[src/hw/rtl/swd_pkg.sv]
// Shared constants, codes and types of the unique-insert stack.
`default_nettype none

package swd_pkg;

  localparam int DEPTH     = 128;
  localparam int DATA_W    = 32;
  localparam int CNT_W     = $clog2(DEPTH + 1);
  localparam int CNT_OUT_W = 8;
  localparam int STATUS_W  = 3;

  localparam logic ACT_PUSH = 1'b0;
  localparam logic ACT_POP  = 1'b1;

  typedef enum logic [STATUS_W-1:0] {
    ST_PUSHED    = 3'd0,
    ST_DUPLICATE = 3'd1,
    ST_FULL      = 3'd2,
    ST_POPPED    = 3'd3,
    ST_EMPTY     = 3'd4
  } status_t;

  // Commands broadcast to every cell of the chain.
  typedef struct packed {
    logic cmp;   // capture the match flag against the incoming word
    logic push;  // shift toward the bottom, new word enters at the top
    logic pop;   // shift toward the top
  } cell_ctl_t;

endpackage

`default_nettype wire

[src/hw/rtl/swd_cell.sv]
// One stack cell: holds an entry, matches it and shifts with its neighbors.
`default_nettype none

module swd_cell import swd_pkg::*; (
  input  wire logic              clk,
  input  wire cell_ctl_t         ctl,
  input  wire logic              occupied,
  input  wire logic [DATA_W-1:0] cmp_value,
  input  wire logic [DATA_W-1:0] upper_entry,
  input  wire logic [DATA_W-1:0] lower_entry,
  output logic      [DATA_W-1:0] entry,
  output logic                   hit
);

  always_ff @(posedge clk) begin
    if (ctl.cmp) begin
      hit <= occupied && (entry == cmp_value);
    end
    if (ctl.push) begin
      entry <= upper_entry;
    end else if (ctl.pop) begin
      entry <= lower_entry;
    end
  end

endmodule

`default_nettype wire

[config.mk]
export PLATFORM = sky130hd
export DESIGN_NAME = swd_cell
export DESIGN_NICKNAME = d
export VERILOG_FILES = /design/src/hw/rtl/swd_pkg.sv /design/src/hw/rtl/swd_cell.sv
export SDC_FILE = /design/constraint.sdc
export NUM_CORES = 1
export LEC_CHECK = 0
export BUFFER_PORTS_ARGS = -buffer_cell sky130_fd_sc_hd__buf_2
export CAP_MARGIN = 20
export CORE_MARGIN = 2
export CORE_UTILIZATION = 40
export CTS_CLUSTER_SIZE = 16
export DETAILED_ROUTE_END_ITERATION = 16
export PLACE_DENSITY_LB_ADDON = 0.08
export SYNTH_ARGS = -nofsm -noshare
export SYNTH_HDL_FRONTEND = slang
export SYNTH_SLANG_ARGS = --single-unit
[constraint.sdc]
create_clock -name clk -period 1.9 [get_ports clk]
set_input_delay 0.285 -clock clk [delete_from_list [all_inputs] [get_ports clk]]
set_output_delay 0.285 -clock clk [all_outputs]
set_load 0.01 [all_outputs]
======== Word-level counts from Yosys, hierarchy flattened ========
Index checks and enable logic that the tools add are counted.
storage, ports and cells
  register bits ........................... 33
  input bits .............................. 101
  output and inout port bits .............. 33
  word-level logic and storage cells ...... 7
cells by class
  eq/ne operators ......................... 1
  multiplexer cells ....................... 2
  reductions and logical operators ........ 2
operators with widths
  cell                number
  two-way mux 32 bit  2
  == test 32 bit      1
  nonzero test 2 bit  1
  logical AND 1 bit   1

======== Logic depth before layout (Yosys ltp) ========
  depth after elaboration ................. 2
  gate-level depth with buffers ........... 4
  depth with buffers taken out ............ 4

======== Least setup slack after synthesis ========
Ideal clock, no wire load.
  path kind ............................... input to register
  start ................................... input ctl[1] (netlist bit)
  end ..................................... register entry[0] (enable)
  library setup time ...................... 0.375 ns
  arrival time ............................ 1.115 ns
  path slack .............................. 0.410 ns
  stages on the path ...................... 3
  path through ............................ buf_2 -> buf_2 -> or2_2
between the ends
  longest elaborated chain between the ends .. 1
RTL lines
  what                                 line            text
  start, declared                      swd_cell.sv:6   input wire cell_ctl_t ctl,
  nonzero test 2 bit (no source line)  n/a
  end signal, assigned                 swd_cell.sv:20  entry <= upper_entry;
  end signal, assigned                 swd_cell.sv:22  entry <= lower_entry;
  end, declared                        swd_cell.sv:11  output logic [DATA_W-1:0] entry,
No other way between the ends.
A chain may end at the register's enable or synchronous reset.

======== Worst setup path in the final report ========
  start ................................... register entry[4]
  end ..................................... register hit, data pin
between the ends
  longest elaborated chain between the ends .. 2
RTL lines
  what                  line            text
  == test 32 bit        swd_cell.sv:17  hit <= occupied && (entry == cmp_value);
  logical AND 1 bit     swd_cell.sv:17
  end signal, assigned  swd_cell.sv:17
  end, declared         swd_cell.sv:12  output logic hit
No other way between the ends.

==> flow_summary_export.csv <==
group,metric,value,unit
yosys,synth_warnings,0,
cts,clockRootBuffer,"clkbuf_8",
cts,cts_tree,"yes",
min_path,min_path_type,"input pin to flip-flop",
detailed_routing,dr.pass1.iters,2,
critical_path,start_kind,"flip-flop",
cts,cts.path.max_buffers,2,
global_route,antenna_found_initial,0,
floorplanning,fp-row-count,23,
floorplanning,initial_utilization,0.424,
critical_path,critPathKind,"flip-flop to flip-flop",
sta,clock-skew-final,2.30,ps
detailed_routing,vias,1420,
yosys,synth_area_per_cell,15.2,sq um
cells_and_area,antenna_cells,0,
detailed_routing,wl_per_cell,13.5,um
floorplanning,fp.coreArea,0.00409,sq mm
sta,slew_violations,0,
sta,setup_tns,0,ps
yosys,synth_top_cell_by_area,"edfxtp_1",
cells_and_area,syn2layout_area_growth,47.7,%
sta,period_share,0.769,
sta,hold_violations,0,
global_route,overflow,0,
place,place_area,0.00248,sq mm
sta,fmax,684,MHz
floorplanning,die_w,69.8,um
sta,tightest_slew,390,ps
yosys,synth.top_cell.area_share,0.572,
yosys,synth_edf_count,33,
detailed_routing,ant_nets,0,
detailed_routing,drtIter0Drc,35,
yosys,synth_nets,215,
place,dp_slack,426,ps
yosys,ys.flop_type,"edfxtp_1",
global_route,track_usage,0.171,
place,portBuffers,133,
sta,slew_headroom,0.737,
floorplanning,die_area,0.00487,sq mm
detailed_routing,drc,0,
detailed_routing,via_per_inst,4.67,
yosys,synth_seq_area_share,0.572,
critical_path,end_kind,"flip-flop",
critical_path,worstPathRequired,2040,ps
cells_and_area,nets,354,
floorplanning,die_h,69.8,um
global_route,grt_pass1_vias,1464,
cts,cts.htree.levels,2,
cts,cts.repair.resized,0,
cts,cts.sinks,33,
floorplanning,io_pins,134,
power_and_ir_drop,ir_worst_vdd,501,uV
sta,min_period,1460,ps
power_and_ir_drop,leakagePower,0.00119,uW
cts,clk_pin_slew,70,ps
yosys,synth_common_cells,"edfxtp_1 (33), mux2_2 (32), xor2_1 (31), nor4_1 (7), buf_2 (4)",
critical_path,reg2reg_slack,440,ps
yosys,ys_async_sr_fraction,0,
sta,rsz0062_at_grt,"false",
yosys,ys_ff_latch,33,
yosys,synthCells,114,
sta,holdWs,209,ps
yosys,synth_most_common_cell,"edfxtp_1",
cells_and_area,finalInstanceArea,0.00256,sq mm
place,dp.final_hpwl,3440,um
detailed_routing,wirelength,4120,um
sta,finalSetupViolCount,0,
cts,hold_buffers,0,
global_route,grt_max_degree,24,
critical_path,cp_max_fo,2,
outcome,outcome,"complete, no violations",
cts,numCtsBuffers,5,
power_and_ir_drop,cellPowerDensity,722,mW/mm^2
yosys,syn_area,0.00173,sq mm
cts,clk_latency,280,ps
flow_run,drv_cap,0,
yosys,yosys-top-cells-area,"edfxtp_1 (57%), mux2_2 (21%), xor2_1 (16%), nor4_1 (2.5%), buf_2 (1.2%)",
yosys,synth_cell_types,11,
place,place_congestion,0.741,
critical_path,arrival,1600,ps
cts,postCtsSetupBuffers,0,
cells_and_area,drive_gt1_frac,0.697,
global_route,grt_pass1_wl,6370,um
sta,layout_setup_ws,438,ps
## power by group
part	internal (uW)	total, uW	switching (uW)
combinational	223	399	176
sequential	896	943	47.6
clock	254	504	251
## worst paths after layout
path                            start             to  cells past startpoint
setup / recovery   entry[4]$_DFFE_PP_  hit$_DFFE_PP_                      4
hold / removal                 ctl[2]  hit$_DFFE_PP_                      1
setup reg to reg   entry[4]$_DFFE_PP_  hit$_DFFE_PP_                      4
hold reg to reg   entry[11]$_DFFE_PP_  hit$_DFFE_PP_                      3
## sequential cells by signal, indices dropped and copies added (netlist names)
name and count:
entry 32, hit 1
## critical path: stages, from the launching register on
cell,delay (ps)
edfxtp_1,400
xor2_1,160
nor4_1,390
nand4_1,180
nor3_2,190
## layout make-up
cell class / instances / area [sq um]
Timing Repair Buffer: 136 / 701
Sequential cell: 33 / 991
Clock buffer: 6 / 72.6
Clock inverter: 2 / 10.0
Tap cell: 50 / 62.6
Multi-Input combinational cell: 77 / 722
Fill cell: 362 / 1530
## routing by layer
layer / vias to the layer above / GRT usage / part of all wire
met1: 629 / 0.174 / 0.36
met4: 0 / 0.0641 / 0.021
met2: 78 / 0.310 / 0.53
met5: - / 0 / 0
met3: 12 / 0.0712 / 0.093
li1: 701 / - / -
## layout by cell type (no fill, tap or decap)
cell,instances
nand4_1,1
buf_2,133
nor3_2,1
edfxtp_1,33
mux2_2,32
clkinv_2,2
buf_4,2
nor3_1,1
nand3_1,2
clkbuf_8,5
or2_2,1
nor4_1,7
xor2_1,31
clkbuf_1,1
xnor2_1,1
buf_12,1
## through the flow
| step | util | std cells | power (uW) |
|---|---|---|---|
| 6_report | 0.626 | 304 | 1850 |
| 3_5_place_dp | 0.606 | 296 | 1370 |
| 4_1_cts | 0.626 | 304 | 1870 |
| 5_1_grt | 0.626 | 304 | 1940 |
| 2_1_floorplan | - | 114 | 1150 |
| 3_3_place_gp | 0.606 | 296 | 1360 |
## cell families after synthesis
group                  Yosys count  synth area share
flip-flops                      33             0.572
XOR/XNOR                        32             0.162
multiplexers                    32             0.208
AND/OR/NAND/NOR                 13            0.0469
buffers and inverters            4            0.0116
Note: power is estimated with default switching activity, not from simulation.
